===== src/hw/rtl/tarpid_pkg.sv =====
// Shared types and constants for the three-axis rate PID block.
// Holds the controller command struct, step and state codes, and the fixed-point constants.
// No dependencies.
package tarpid_pkg;

	// Axis count and index width of the command bus
	localparam int unsigned AXES_DEF = 3;
	localparam int          AXIS_W   = 2;

	// Field and register widths
	localparam int REG_W     = 48;
	localparam int CFG_IDX_W = 3;
	localparam int RATE_W    = 16;
	localparam int ACCEL_W   = 24;
	localparam int TORQUE_W  = 24;
	localparam int DT_W      = 16;
	localparam int SAT_W     = 6;

	// Datapath widths
	localparam int ACC_W   = 40;
	localparam int TERM_W  = 38;
	localparam int MUL_A_W = 32;
	localparam int MUL_B_W = 29;
	localparam int PROD_W  = 61;

	// Register indexes of the configuration port
	localparam logic [CFG_IDX_W-1:0] REG_GAIN_P    = 3'd0;
	localparam logic [CFG_IDX_W-1:0] REG_GAIN_I    = 3'd1;
	localparam logic [CFG_IDX_W-1:0] REG_GAIN_D    = 3'd2;
	localparam logic [CFG_IDX_W-1:0] REG_GAIN_FF   = 3'd3;
	localparam logic [CFG_IDX_W-1:0] REG_INT_LIMIT = 3'd4;

	// Rate scale: R = radians(400) in Q.10, and floor(2^42 / R^2) for the reciprocal divide
	localparam logic [15:0]           R_Q10       = 16'd7149;
	localparam longint unsigned       R_SQ_L      = 64'd7149 * 64'd7149;
	localparam int                    RECIP_SHIFT = 26;
	localparam longint unsigned       RECIP_K_L   = (64'd1 << (RECIP_SHIFT + 16)) / R_SQ_L;
	localparam logic [16:0]           RECIP_K     = 17'(RECIP_K_L);
	localparam logic [25:0]           R_SQ        = 26'(R_SQ_L);
	localparam logic [16:0]           F_ONE       = 17'd65536;

	// Torque saturation bounds, Q3.20
	localparam logic [TORQUE_W-1:0] TORQUE_MAX = 24'h7FFFFF;
	localparam logic [TORQUE_W-1:0] TORQUE_MIN = 24'h800000;

	typedef enum logic [1:0] {
		ST_IDLE,
		ST_RUN,
		ST_HOLD
	} state_t;

	// Per-axis schedule: each MUL step issues one multiply; later steps consume the previous product
	typedef enum logic [3:0] {
		STEP_ERR,
		STEP_MUL_P,
		STEP_MUL_D,
		STEP_MUL_FF,
		STEP_MUL_SQ,
		STEP_MUL_K,
		STEP_MUL_QD,
		STEP_MUL_DM,
		STEP_MUL_FG,
		STEP_MUL_FIN,
		STEP_ROUND,
		STEP_UPDATE
	} step_t;

	typedef struct packed {
		logic              capture;
		logic              run;
		step_t             step;
		logic [AXIS_W-1:0] axis;
		logic              load_out;
	} cmd_t;

	// Pick one 16-bit field of a packed per-axis register
	function automatic logic [15:0] field16(input logic [REG_W-1:0] r, input logic [AXIS_W-1:0] a);
		logic [15:0] f;
		case (a)
			2'd0:    f = r[15:0];
			2'd1:    f = r[31:16];
			default: f = r[47:32];
		endcase
		return f;
	endfunction

endpackage


===== src/hw/rtl/tarpid_ctrl.sv =====
// Controller of the three-axis rate PID: sequences steps and axes, owns the handshakes.
// Depends on tarpid_pkg.
module tarpid_ctrl #(
	parameter int unsigned AXES = tarpid_pkg::AXES_DEF
) (
	input  logic               clk,
	input  logic               arst_n,
	input  logic               item_valid,
	output logic               item_stall,
	output logic               result_valid,
	input  logic               result_stall,
	output tarpid_pkg::cmd_t   cmd
);
	import tarpid_pkg::*;

	localparam int              AW        = (AXES > 1) ? $clog2(AXES) : 1;
	localparam logic [AW-1:0]   AXIS_LAST = AW'(AXES - 1);

	state_t        state_q, state_d;
	step_t         step_q, step_d;
	logic [AW-1:0] axis_q, axis_d;
	logic          out_valid_q;
	logic          out_free;
	logic          last_step;

	// Next state and commands
	always_comb begin
		out_free     = !out_valid_q || !result_stall;
		last_step    = (step_q == STEP_UPDATE) && (axis_q == AXIS_LAST);
		state_d      = state_q;
		step_d       = step_q;
		axis_d       = axis_q;
		cmd.capture  = 1'b0;
		cmd.run      = 1'b0;
		cmd.step     = step_q;
		cmd.axis     = AXIS_W'(axis_q);
		cmd.load_out = 1'b0;
		unique case (state_q)
			ST_IDLE: begin
				if (item_valid) begin
					cmd.capture = 1'b1;
					state_d     = ST_RUN;
					step_d      = STEP_ERR;
					axis_d      = '0;
				end
			end
			ST_RUN: begin
				cmd.run = 1'b1;
				if (step_q == STEP_UPDATE) begin
					step_d = STEP_ERR;
					if (last_step) begin
						axis_d = '0;
						if (out_free) begin
							cmd.load_out = 1'b1;
							state_d      = ST_IDLE;
						end else begin
							state_d = ST_HOLD;
						end
					end else begin
						axis_d = axis_q + AW'(1);
					end
				end else begin
					step_d = step_t'(step_q + 4'd1);
				end
			end
			ST_HOLD: begin
				if (out_free) begin
					cmd.load_out = 1'b1;
					state_d      = ST_IDLE;
				end
			end
			default: begin
				state_d = ST_IDLE;
			end
		endcase
	end

	// State, schedule counters and result-valid flag
	always_ff @(posedge clk or negedge arst_n) begin
		if (!arst_n) begin
			state_q     <= ST_IDLE;
			step_q      <= STEP_ERR;
			axis_q      <= '0;
			out_valid_q <= 1'b0;
		end else begin
			state_q <= state_d;
			step_q  <= step_d;
			axis_q  <= axis_d;
			if (cmd.load_out) begin
				out_valid_q <= 1'b1;
			end else if (!result_stall) begin
				out_valid_q <= 1'b0;
			end
		end
	end

	assign item_stall   = (state_q != ST_IDLE);
	assign result_valid = out_valid_q;

endmodule


===== src/hw/rtl/tarpid_dp.sv =====
// Datapath of the three-axis rate PID: config registers, integrators, one shared multiplier.
// Depends on tarpid_pkg; driven step by step from tarpid_ctrl.
module tarpid_dp #(
	parameter int unsigned AXES = tarpid_pkg::AXES_DEF
) (
	input  logic                                            clk,
	input  logic                                            arst_n,
	input  tarpid_pkg::cmd_t                                cmd,
	input  logic                                            cfg_write,
	input  logic [tarpid_pkg::CFG_IDX_W-1:0]                cfg_index,
	input  logic [tarpid_pkg::REG_W-1:0]                    cfg_data,
	input  logic [2:0][tarpid_pkg::RATE_W-1:0]              meas,
	input  logic [2:0][tarpid_pkg::RATE_W-1:0]              target,
	input  logic [2:0][tarpid_pkg::ACCEL_W-1:0]             accel,
	input  logic [tarpid_pkg::DT_W-1:0]                     step_time,
	input  logic                                            on_ground,
	input  logic [tarpid_pkg::SAT_W-1:0]                    saturation_flags,
	output logic [2:0][tarpid_pkg::TORQUE_W-1:0]            torque
);
	import tarpid_pkg::*;

	localparam int AW = (AXES > 1) ? $clog2(AXES) : 1;

	// Configuration registers
	logic [REG_W-1:0] gain_p_q, gain_i_q, gain_d_q, gain_ff_q, int_limit_q;

	// Captured item
	logic [RATE_W-1:0]  meas_q   [AXES];
	logic [RATE_W-1:0]  tgt_q    [AXES];
	logic [ACCEL_W-1:0] accin_q  [AXES];
	logic [DT_W-1:0]    dt_q;
	logic               landed_q;
	logic [SAT_W-1:0]   sat_q;

	// Per-axis state and results
	logic signed [TORQUE_W-1:0] integ_q  [AXES];
	logic [TORQUE_W-1:0]        torque_q [AXES];
	logic [TORQUE_W-1:0]        result_q [AXES];

	// Working registers
	logic signed [16:0]       e_q;
	logic [15:0]              m_q;
	logic                     mneg_q;
	logic                     big_q;
	logic signed [ACC_W-1:0]  acc_q;
	logic [TERM_W-1:0]        tm_q;
	logic                     tneg_q;
	logic [25:0]              x_q;
	logic [16:0]              q0_q;
	logic [16:0]              f_q;
	logic [28:0]              dm_q;
	logic [TORQUE_W-1:0]      inc_q;
	logic [PROD_W-1:0]        prod_q;

	// Combinational values
	logic [AW-1:0]              ax;
	logic [RATE_W-1:0]          meas_c, tgt_c, tgt_abs;
	logic [ACCEL_W-1:0]         accin_c, acc_abs;
	logic signed [TORQUE_W-1:0] integ_c;
	logic [15:0]                gp_c, gi_c, gd_c, gff_c, il_c;
	logic                       e_neg, acc_neg, sat_pos, sat_neg, clip_zero;
	logic [15:0]                e_abs;
	logic [ACC_W-1:0]           rnd40;
	logic [TERM_W-1:0]          term_c;
	logic signed [ACC_W-1:0]    acc_next;
	logic [TORQUE_W-1:0]        acc_sat;
	logic [42:0]                rem_lhs;
	logic [16:0]                q_corr, f_c;
	logic [PROD_W:0]            rnd62;
	logic [TORQUE_W-1:0]        inc_c;
	logic [TORQUE_W-1:0]        lim_c;
	logic signed [25:0]         inc_s, lim_s, ni;
	logic [TORQUE_W-1:0]        upd_c;
	logic [MUL_A_W-1:0]         mul_a;
	logic [MUL_B_W-1:0]         mul_b;

	// Select the current axis operands
	always_comb begin
		ax      = cmd.axis[AW-1:0];
		meas_c  = meas_q[ax];
		tgt_c   = tgt_q[ax];
		accin_c = accin_q[ax];
		integ_c = integ_q[ax];
		gp_c    = field16(gain_p_q, cmd.axis);
		gi_c    = field16(gain_i_q, cmd.axis);
		gd_c    = field16(gain_d_q, cmd.axis);
		gff_c   = field16(gain_ff_q, cmd.axis);
		il_c    = field16(int_limit_q, cmd.axis);
		sat_pos = sat_q[3'(ax)];
		sat_neg = sat_q[3'(ax) + 3'd3];
	end

	// Magnitudes, error clipping, rounding of the torque terms, accumulation and saturation
	always_comb begin
		e_neg     = e_q[16];
		e_abs     = 16'(e_neg ? -e_q : e_q);
		acc_neg   = accin_c[ACCEL_W-1];
		acc_abs   = acc_neg ? ACCEL_W'(-accin_c) : accin_c;
		tgt_abs   = tgt_c[RATE_W-1] ? RATE_W'(-tgt_c) : tgt_c;
		clip_zero = (e_q == '0) || (sat_pos && !e_neg) || (sat_neg && e_neg);
		rnd40     = prod_q[ACC_W-1:0] + ACC_W'(2);
		term_c    = rnd40[ACC_W-1:2];
		acc_next  = tneg_q ? acc_q - $signed({2'b00, tm_q}) : acc_q + $signed({2'b00, tm_q});
		if (acc_q > $signed(ACC_W'(TORQUE_MAX))) begin
			acc_sat = TORQUE_MAX;
		end else if (acc_q < -$signed(ACC_W'(TORQUE_MIN))) begin
			acc_sat = TORQUE_MIN;
		end else begin
			acc_sat = acc_q[TORQUE_W-1:0];
		end
	end

	// Anti-windup scale factor and integrator update
	always_comb begin
		rem_lhs = {1'b0, x_q, 16'h0000};
		q_corr  = (rem_lhs >= prod_q[42:0]) ? q0_q + 17'd1 : q0_q;
		f_c     = (big_q || (q_corr >= F_ONE)) ? 17'd0 : F_ONE - q_corr;
		rnd62   = {1'b0, prod_q} + (62'd1 << 37);
		inc_c   = rnd62[61:38];
		lim_c   = il_c[15] ? TORQUE_MAX : {il_c[14:0], 8'h00};
		inc_s   = $signed({2'b00, inc_q});
		lim_s   = $signed({2'b00, lim_c});
		ni      = mneg_q ? 26'(integ_c) - inc_s : 26'(integ_c) + inc_s;
		if (ni > lim_s) begin
			upd_c = lim_c;
		end else if (ni < -lim_s) begin
			upd_c = TORQUE_W'(-lim_s);
		end else begin
			upd_c = ni[TORQUE_W-1:0];
		end
	end

	// Route operands to the shared multiplier
	always_comb begin
		mul_a = '0;
		mul_b = '0;
		unique case (cmd.step)
			STEP_MUL_P: begin
				mul_a = MUL_A_W'(gp_c);
				mul_b = MUL_B_W'(e_abs);
			end
			STEP_MUL_D: begin
				mul_a = MUL_A_W'(gd_c);
				mul_b = MUL_B_W'(acc_abs);
			end
			STEP_MUL_FF: begin
				mul_a = MUL_A_W'(gff_c);
				mul_b = MUL_B_W'(tgt_abs);
			end
			STEP_MUL_SQ: begin
				mul_a = MUL_A_W'(m_q[12:0]);
				mul_b = MUL_B_W'(m_q[12:0]);
			end
			STEP_MUL_K: begin
				mul_a = MUL_A_W'(prod_q[25:0]);
				mul_b = MUL_B_W'(RECIP_K);
			end
			STEP_MUL_QD: begin
				mul_a = MUL_A_W'(R_SQ);
				mul_b = MUL_B_W'(prod_q[42:26] + 17'd1);
			end
			STEP_MUL_DM: begin
				mul_a = MUL_A_W'(dt_q);
				mul_b = MUL_B_W'(m_q[12:0]);
			end
			STEP_MUL_FG: begin
				mul_a = MUL_A_W'(f_q);
				mul_b = MUL_B_W'(gi_c);
			end
			STEP_MUL_FIN: begin
				mul_a = prod_q[MUL_A_W-1:0];
				mul_b = dm_q;
			end
			default: begin
				mul_a = '0;
				mul_b = '0;
			end
		endcase
	end

	// Write configuration registers and integrators
	always_ff @(posedge clk or negedge arst_n) begin
		if (!arst_n) begin
			gain_p_q    <= '0;
			gain_i_q    <= '0;
			gain_d_q    <= '0;
			gain_ff_q   <= '0;
			int_limit_q <= '0;
			for (int k = 0; k < AXES; k++) begin
				integ_q[k] <= '0;
			end
		end else begin
			if (cfg_write) begin
				unique case (cfg_index)
					REG_GAIN_P:    gain_p_q    <= cfg_data;
					REG_GAIN_I:    gain_i_q    <= cfg_data;
					REG_GAIN_D:    gain_d_q    <= cfg_data;
					REG_GAIN_FF:   gain_ff_q   <= cfg_data;
					REG_INT_LIMIT: int_limit_q <= cfg_data;
					default: ;
				endcase
			end
			if (cmd.run && (cmd.step == STEP_UPDATE) && !landed_q) begin
				integ_q[ax] <= $signed(upd_c);
			end
		end
	end

	// Capture the item, run the per-axis steps, load the result
	always_ff @(posedge clk) begin
		prod_q <= mul_a * mul_b;
		if (cmd.capture) begin
			for (int k = 0; k < AXES; k++) begin
				meas_q[k]  <= meas[k];
				tgt_q[k]   <= target[k];
				accin_q[k] <= accel[k];
			end
			dt_q     <= step_time;
			landed_q <= on_ground;
			sat_q    <= saturation_flags;
		end
		if (cmd.run) begin
			case (cmd.step)
				STEP_ERR: begin
					e_q <= $signed({tgt_c[RATE_W-1], tgt_c}) - $signed({meas_c[RATE_W-1], meas_c});
				end
				STEP_MUL_P: begin
					m_q    <= clip_zero ? 16'd0 : e_abs;
					mneg_q <= e_neg && !clip_zero;
					acc_q  <= ACC_W'(integ_c);
				end
				STEP_MUL_D: begin
					tm_q   <= term_c;
					tneg_q <= e_neg;
					big_q  <= (m_q >= R_Q10);
				end
				STEP_MUL_FF: begin
					acc_q  <= acc_next;
					tm_q   <= term_c;
					tneg_q <= !acc_neg;
				end
				STEP_MUL_SQ: begin
					acc_q  <= acc_next;
					tm_q   <= term_c;
					tneg_q <= tgt_c[RATE_W-1];
				end
				STEP_MUL_K: begin
					acc_q <= acc_next;
					x_q   <= prod_q[25:0];
				end
				STEP_MUL_QD: begin
					q0_q         <= prod_q[42:26];
					torque_q[ax] <= acc_sat;
				end
				STEP_MUL_DM: begin
					f_q <= f_c;
				end
				STEP_MUL_FG: begin
					dm_q <= prod_q[28:0];
				end
				STEP_ROUND: begin
					inc_q <= inc_c;
				end
				default: ;
			endcase
		end
		if (cmd.load_out) begin
			for (int k = 0; k < AXES; k++) begin
				result_q[k] <= torque_q[k];
			end
		end
	end

	// Drive torque fields; axes outside the configured count read zero
	for (genvar k = 0; k < 3; k++) begin : g_out
		if (k < AXES) begin : g_on
			assign torque[k] = result_q[k];
		end else begin : g_off
			assign torque[k] = '0;
		end
	end

endmodule


===== src/hw/rtl/three_axis_rate_pid.sv =====
// Three-axis angular-rate PID with integrator anti-windup.
// result_valid rises once the last axis is updated and the output register is free.
// The input stalls until then, set by the single shared 32x29 multiplier,
// which forms the products of each axis in sequence.
// A finished result waits in an output register while the next item is accepted.
// Reset (arst_n low) clears integrators, gains and limits to zero and empties the output.
module three_axis_rate_pid #(
	parameter int unsigned AXES = tarpid_pkg::AXES_DEF
) (
	input  logic                                    clk,
	input  logic                                    arst_n,
	input  logic                                    cfg_write,
	input  logic [tarpid_pkg::CFG_IDX_W-1:0]        cfg_index,
	input  logic [tarpid_pkg::REG_W-1:0]            cfg_data,
	input  logic                                    item_valid,
	output logic                                    item_stall,
	input  logic signed [tarpid_pkg::RATE_W-1:0]    meas_roll,
	input  logic signed [tarpid_pkg::RATE_W-1:0]    meas_pitch,
	input  logic signed [tarpid_pkg::RATE_W-1:0]    meas_yaw,
	input  logic signed [tarpid_pkg::RATE_W-1:0]    target_roll,
	input  logic signed [tarpid_pkg::RATE_W-1:0]    target_pitch,
	input  logic signed [tarpid_pkg::RATE_W-1:0]    target_yaw,
	input  logic signed [tarpid_pkg::ACCEL_W-1:0]   accel_roll,
	input  logic signed [tarpid_pkg::ACCEL_W-1:0]   accel_pitch,
	input  logic signed [tarpid_pkg::ACCEL_W-1:0]   accel_yaw,
	input  logic [tarpid_pkg::DT_W-1:0]             step_time,
	input  logic                                    on_ground,
	input  logic [tarpid_pkg::SAT_W-1:0]            saturation_flags,
	output logic                                    result_valid,
	input  logic                                    result_stall,
	output logic signed [tarpid_pkg::TORQUE_W-1:0]  torque_roll,
	output logic signed [tarpid_pkg::TORQUE_W-1:0]  torque_pitch,
	output logic signed [tarpid_pkg::TORQUE_W-1:0]  torque_yaw
);
	import tarpid_pkg::*;

	cmd_t                        cmd;
	logic [2:0][RATE_W-1:0]      meas_v;
	logic [2:0][RATE_W-1:0]      target_v;
	logic [2:0][ACCEL_W-1:0]     accel_v;
	logic [2:0][TORQUE_W-1:0]    torque_v;

	// Gather per-axis fields, roll first
	assign meas_v   = {meas_yaw, meas_pitch, meas_roll};
	assign target_v = {target_yaw, target_pitch, target_roll};
	assign accel_v  = {accel_yaw, accel_pitch, accel_roll};

	tarpid_ctrl #(
		.AXES (AXES)
	) u_ctrl (
		.clk          (clk),
		.arst_n       (arst_n),
		.item_valid   (item_valid),
		.item_stall   (item_stall),
		.result_valid (result_valid),
		.result_stall (result_stall),
		.cmd          (cmd)
	);

	tarpid_dp #(
		.AXES (AXES)
	) u_dp (
		.clk              (clk),
		.arst_n           (arst_n),
		.cmd              (cmd),
		.cfg_write        (cfg_write),
		.cfg_index        (cfg_index),
		.cfg_data         (cfg_data),
		.meas             (meas_v),
		.target           (target_v),
		.accel            (accel_v),
		.step_time        (step_time),
		.on_ground        (on_ground),
		.saturation_flags (saturation_flags),
		.torque           (torque_v)
	);

	assign torque_roll  = $signed(torque_v[0]);
	assign torque_pitch = $signed(torque_v[1]);
	assign torque_yaw   = $signed(torque_v[2]);

endmodule


===== config.mk =====
export PLATFORM = sky130hd
export DESIGN_NAME = three_axis_rate_pid
export DESIGN_NICKNAME = d
export VERILOG_FILES = /design/src/hw/rtl/tarpid_pkg.sv /design/src/hw/rtl/tarpid_ctrl.sv /design/src/hw/rtl/tarpid_dp.sv /design/src/hw/rtl/three_axis_rate_pid.sv
export SDC_FILE = /design/constraint.sdc
export NUM_CORES = 2
export LEC_CHECK = 0
export BUFFER_PORTS_ARGS = -buffer_cell sky130_fd_sc_hd__buf_2
export CAP_MARGIN = 20
export CORE_MARGIN = 2
export CORE_UTILIZATION = 35
export CTS_CLUSTER_SIZE = 28
export DETAILED_ROUTE_END_ITERATION = 10
export PLACE_DENSITY = 0.5
export SETUP_SLACK_MARGIN = 0.3
export SLEW_MARGIN = 20
export SYNTH_ARGS = -nofsm -noshare
export SYNTH_HDL_FRONTEND = slang
export SYNTH_HIERARCHICAL = 1
export SYNTH_SLANG_ARGS = --single-unit

===== constraint.sdc =====
create_clock -name clk -period 13.3 [get_ports clk]
set_clock_uncertainty 0.2 [all_clocks]
set_input_delay 2.66 -clock clk [delete_from_list [all_inputs] [get_ports clk]]
set_output_delay 2.66 -clock clk [all_outputs]
set_load 0.05 [all_outputs]

Word-level counts from Yosys, hierarchy flattened. Memory sizes are Yosys's and may differ from the RTL's. Cells that the tools add are included.

Memories kept: 5. Output and inout port bits: 74. Register bits after elaboration: 632. Bits in writable memories: 312. Input port bits: 247.

Bitwise logic cells: 1. Equality and inequality tests: 24. Reduce and logical (&&, ||, !) cells: 48. Add/subtract/negate cells: 17. Multipliers: 1. Multiplexer cells: 59. Order comparisons: 11.

Memory list: u_dp.accin_q (words 3, width 24, read ports 1, clocked after memory_dff 0, write ports 3, line tarpid_dp.sv:30) `logic [ACCEL_W-1:0] accin_q [AXES];`; u_dp.result_q (words 3, width 24, read ports 3, clocked after memory_dff 0, write ports 3, line tarpid_dp.sv:38) `logic [TORQUE_W-1:0] result_q [AXES];`; u_dp.torque_q (words 3, width 24, read ports 3, clocked after memory_dff 0, write ports 1, line tarpid_dp.sv:37) `logic [TORQUE_W-1:0] torque_q [AXES];`; u_dp.meas_q (words 3, width 16, read ports 1, clocked after memory_dff 0, write ports 3, line tarpid_dp.sv:28) `logic [RATE_W-1:0] meas_q [AXES];`; u_dp.tgt_q (words 3, width 16, read ports 1, clocked after memory_dff 0, write ports 3, line tarpid_dp.sv:29) `logic [RATE_W-1:0] tgt_q [AXES];`.

Operators with widths (number): $pmux 32 s9 (1); $pmux 29 s8 (1); $mux 24 (8); $pmux 16 s2 (5); $pmux 40 s2 (1); $bwmux 72 (1); $add 61x38->62 const B (1); $mul 32x29->61 (1); $bmux 24 s2 (1); $demux 24 s2 (1); $ge 42x43->1 (1); $add 40x2->40 const B (1); $add 40x39->40 (1); $gt 40x24->1 const B (1); $lt 40x24->1 const B (1); $mux 40 (1); $sub 40x39->40 (1); $reduce_and 2->1 (17); $mux 16 (2); $neg 16->16 (2); $add 24x25->26 (1); $gt 26x25->1 (1); $lt 26x26->1 (1); $mux 26 (1); 53 further kinds (108).

Logic depth before layout (Yosys ltp).
Depth after elaboration: 10. Depth in mapped cells: 49. Depth with buffers taken out: 38.

Cells and area by module. The synthesis kept the hierarchy.

Modules (own cells, without submodules): tarpid_dp (cells each 7361, instances 1, area an instance 75487.4 sq um); tarpid_ctrl (cells each 56, instances 1, area an instance 535.5 sq um).

Least setup slack after synthesis. Ideal clock, no wire load.

Path type: flip-flop to flip-flop. Start: register u_ctrl.axis_q[0]. End: register u_dp.prod_q[57]. Stages on the path, launching flop included: 46. Arrival: 12441 ps. Library setup time: 60 ps. Clock period less this slack: 12701 ps. Buffers on the path: 12. Slack: 599 ps. Path through: dfrtp_1 -> buf_6 -> buf_2 -> buf_4 -> buf_2 -> buf_1 -> buf_1 -> clkbuf_1 -> inv_1 -> ha_1 -> nor2_1 -> clkbuf_1 -> clkbuf_1 -> clkbuf_1 -> buf_1 -> nand2_1 -> a21oi_1 -> a21oi_1 -> [10 not listed] -> inv_1 -> fa_1 -> fa_1 -> fa_1 -> inv_1 -> fa_1 -> inv_1 -> ha_1 -> and4_1 -> and3_1 -> nand3_1 -> or2_2 -> o21ai_1 -> a41oi_1 -> or4_1 -> and2_1 -> o211ai_1 -> o311a_1.

Word-level cells in the longest chain between the ends: 5. Elaborated cells on any way between the ends: 15. Those cells by class: 2 x add/sub; 1 x mul; 1 x eq/ne; 8 x mux; 1 x reduce/logical; 2 x memory.

RTL lines: start: declaration (line tarpid_ctrl.sv:21) `logic [AW-1:0] axis_q, axis_d;`; start signal: assignment (line tarpid_ctrl.sv:88) `axis_q <= axis_d;`; $mem_v2 3x24 / $mem_v2 3x16 (equally long branches); $neg 24->24 / $neg 16->16 (equally long branches) (line tarpid_dp.sv:98, tarpid_dp.sv:99); $mux 24 / $mux 16 (equally long branches) (line tarpid_dp.sv:98, tarpid_dp.sv:99); $pmux 29 s8 (line tarpid_dp.sv:137) `unique case (cmd.step)`; $mul 32x29->61 (*) (line tarpid_dp.sv:211) `prod_q <= mul_a * mul_b;`; end signal: assignment (line tarpid_dp.sv:211); end: declaration (line tarpid_dp.sv:53) `logic [PROD_W-1:0] prod_q;`.

Mark *: on every way between the ends. The rest lies on a longest branch, timed or not. A chain may end at the register's enable or synchronous reset.

Final worst setup path. Same ends and word-level chain as after synthesis.

==> metrics.cfg <==
[worst_setup_path]
critPathKind = register to register
slowest_delay_ns = 0.91
crit_path_frequent_cell = fa_1
end_kind = register
cp.arrival_ns = 12.92
start_kind = register
critPathRequiredTime_ns = 13.78
critPathSlowestCell = dfrtp_4
crit_fanout = 43

[drt]
postRouteAntennaNets = 0
via_per_inst = 5.25
wl_per_cell_um = 24.1
vias = 55901
drt_wl_total_um = 256000
drc = 0
drtIter0Drc = 5115
drt_first_pass_iters = 8

[yosys]
syn-num-nets = 8888
syn_inst = 7417
ys_seq_area_frac = 0.344
async_flop_share = 0.340
synth_cell_types = 95
ys_ff_latch = 944
synth_area_um2 = 76000
synth_top_flop_cell = edfxtp_1
ys.warnings.count = 6
syn-mean-instance-area_um2 = 10.2
synth_edf_count = 562

[pwr]
peakVddDrop_mv = 0.326
p_per_area_nw_per_um2 = 262
p_leak_nw = 37.1

[floorplan]
die_area_um2 = 221000
std_cell_rows = 171
die_w_um = 470
io_pins = 321
die_h_um = 470
initial_utilization = 0.351
core_um2 = 217000

[timing]
period_minus_slack_ns = 12.44
hold_violations = 0
finalWorstSetupSlack_ns = 0.859
finalMaxSlewViolations = 0
timing.final.crit_share = 0.935
worst_pin_slew_ns = 1.18
fin_hold_ws_ns = 0.198
fmax_mhz = 80.4
relSlewSlack = 0.216
setup_violations = 0
rsz0062_at_grt = no
setup_tns_ns = 0

[worst_hold_path]
min_path_type = register to register

[grt]
grt_pass1_wl_um = 382000
grt-ovfl-total = 0
antenna_found_initial = 16
first_global_vias = 57580
grt_use_total = 0.230
grt_max_degree = 113

[clock_network]
post_cts_resized = 0
clock_sinks = 944
cts_root_buf = clkbuf_16
post-cts-setup-buffer-count = 0
clkLatencyLatePin_ns = 0.75
cts.htree.levels = 3
ctsHoldBuffers = 0
cts_made_buffers = 97
clkTransAtPathRegs_ns = 0.06
cts_tree = yes
clk_path_buf_depth = 3

[cells_and_area]
final_nets = 9166
layout-drive-gt1-share = 0.136
final_common_cell = inv_1
area_growth_pct = 11.8
fillerInstances = 21366
fin_util = 0.393
layout_common_cells = inv_1, nand2_1, fa_1
post-route-cell-area_um2 = 85000

[status]
status = complete, no violations

[placement]
place_congestion = 0.937
dp_hpwl_um = 202000
placed_area_um2 = 81700
io_buffers = 320
dp_slack_ns = 0.925

[job]
maxCapViolations = 0

cells in the mapped netlist, types with 27 or more instances:
cell	instances	area, um^2
nor2_1	710	2670
xor2_1	89	780
xnor2_1	247	2160
nor4_1	27	169
dfxtp_1	61	1220
a22o_1	40	350
nand2_1	830	3120
a31oi_1	29	181
mux2_2	292	3290
o21a_1	60	450
nand2b_1	53	332
mux2i_1	100	1000
inv_1	1015	3810
and3_1	51	319
a21oi_1	362	1810
clkbuf_1	267	1000
nand3_1	93	465
a21o_1	90	676
fa_1	808	16200
buf_1	31	116
ha_1	416	5200
a22oi_1	59	443
nor2b_1	32	200
nor3_1	89	445
dfrtp_1	321	8030
o21ai_0	182	911
nand4_1	49	307
edfxtp_1	562	16900
and2_1	75	469
stage by stage:
stage | power [mW] | cells
after detailed placement | 19.3 | 10449
after floorplan | 14.4 | 7417
after CTS | 22.2 | 10632
after global routing | 24.2 | 10635
final | 22.3 | 10640
after global placement | 19.2 | 10449
critical path, delay by kind of cell, from the launching register on:
kind | cells | cell delay [ns]
mux | 2 | 0.54
compound gates | 6 | 1.83
simple gates | 11 | 3.45
flops | 1 | 0.91
fa+ha+maj | 9 | 4.53
xor+xnor | 1 | 0.10
buf+inv | 7 | 0.75
flip-flops by register name, indices dropped and copies added, names as in the netlist, 48 cells and up:
register / flops
u_dp/gain_d_q: 48
u_dp/accin_q: 72
u_dp/integ_q: 72
u_dp/gain_i_q: 48
u_dp/tgt_q: 48
u_dp/prod_q: 61
u_dp/int_limit_q: 48
u_dp/gain_p_q: 48
u_dp/result_q: 72
u_dp/gain_ff_q: 48
u_dp/torque_q: 72
u_dp/meas_q: 48
final timing paths:
check / cells after the start / startpoint / slack (ns) / end
min in group asynchronous: 1 / arst_n / 1.69 / u_dp/int_limit_q[24]
max in group asynchronous: 3 / arst_n / 8.80 / u_dp/gain_ff_q[20]
min reg2reg: 0 / u_dp/torque_q[1][3] / 0.20 / u_dp/result_q[0][27]
max reg2reg: 36 / u_ctrl/axis_q[0] / 0.86 / u_dp/prod_q[57]
min: 0 / u_dp/torque_q[1][3] / 0.20 / u_dp/result_q[0][27]
max: 36 / u_ctrl/axis_q[0] / 0.86 / u_dp/prod_q[57]
where the power goes:
| group | total, mW | switching [mW] | internal [mW] |
|---|---|---|---|
| sequential | 4.33 | 0.436 | 3.89 |
| combinational | 15.1 | 9.83 | 5.30 |
| clock | 2.84 | 1.24 | 1.59 |
per-layer routing:
| metal | global-route usage | up-vias | wire [um] |
|---|---|---|---|
| met5 | 0 | - | 65 |
| met4 | 0.0860 | 14 | 10800 |
| met3 | 0.0382 | 410 | 16900 |
| met2 | 0.362 | 1947 | 115000 |
| met1 | 0.319 | 28410 | 114000 |
| li1 | - | 25120 | - |
cells by family after synthesis:
| logic type | after synthesis | share of synthesized area |
|---|---|---|
| flops | 944 | 0.344 |
| buf+inv | 1349 | 0.0677 |
| fa+ha+maj | 1224 | 0.281 |
| xor+xnor | 336 | 0.0387 |
| mux | 396 | 0.0575 |
| simple gates | 2095 | 0.120 |
| compound gates | 1073 | 0.0910 |
layout make-up:
class	instances	area [um^2]	area share
Multi-Input combinational cell	5124	45100	0.530
Sequential cell	944	26100	0.308
Inverter	1018	3820	0.0450
Tap cell	2854	3570	0.0420
Timing Repair Buffer	510	3080	0.0363
Clock buffer	122	2580	0.0304
Clock inverter	61	701	0.00824
Antenna cell	7	17.5	0.000206
Note: power is estimated with default switching activity, not from simulation.
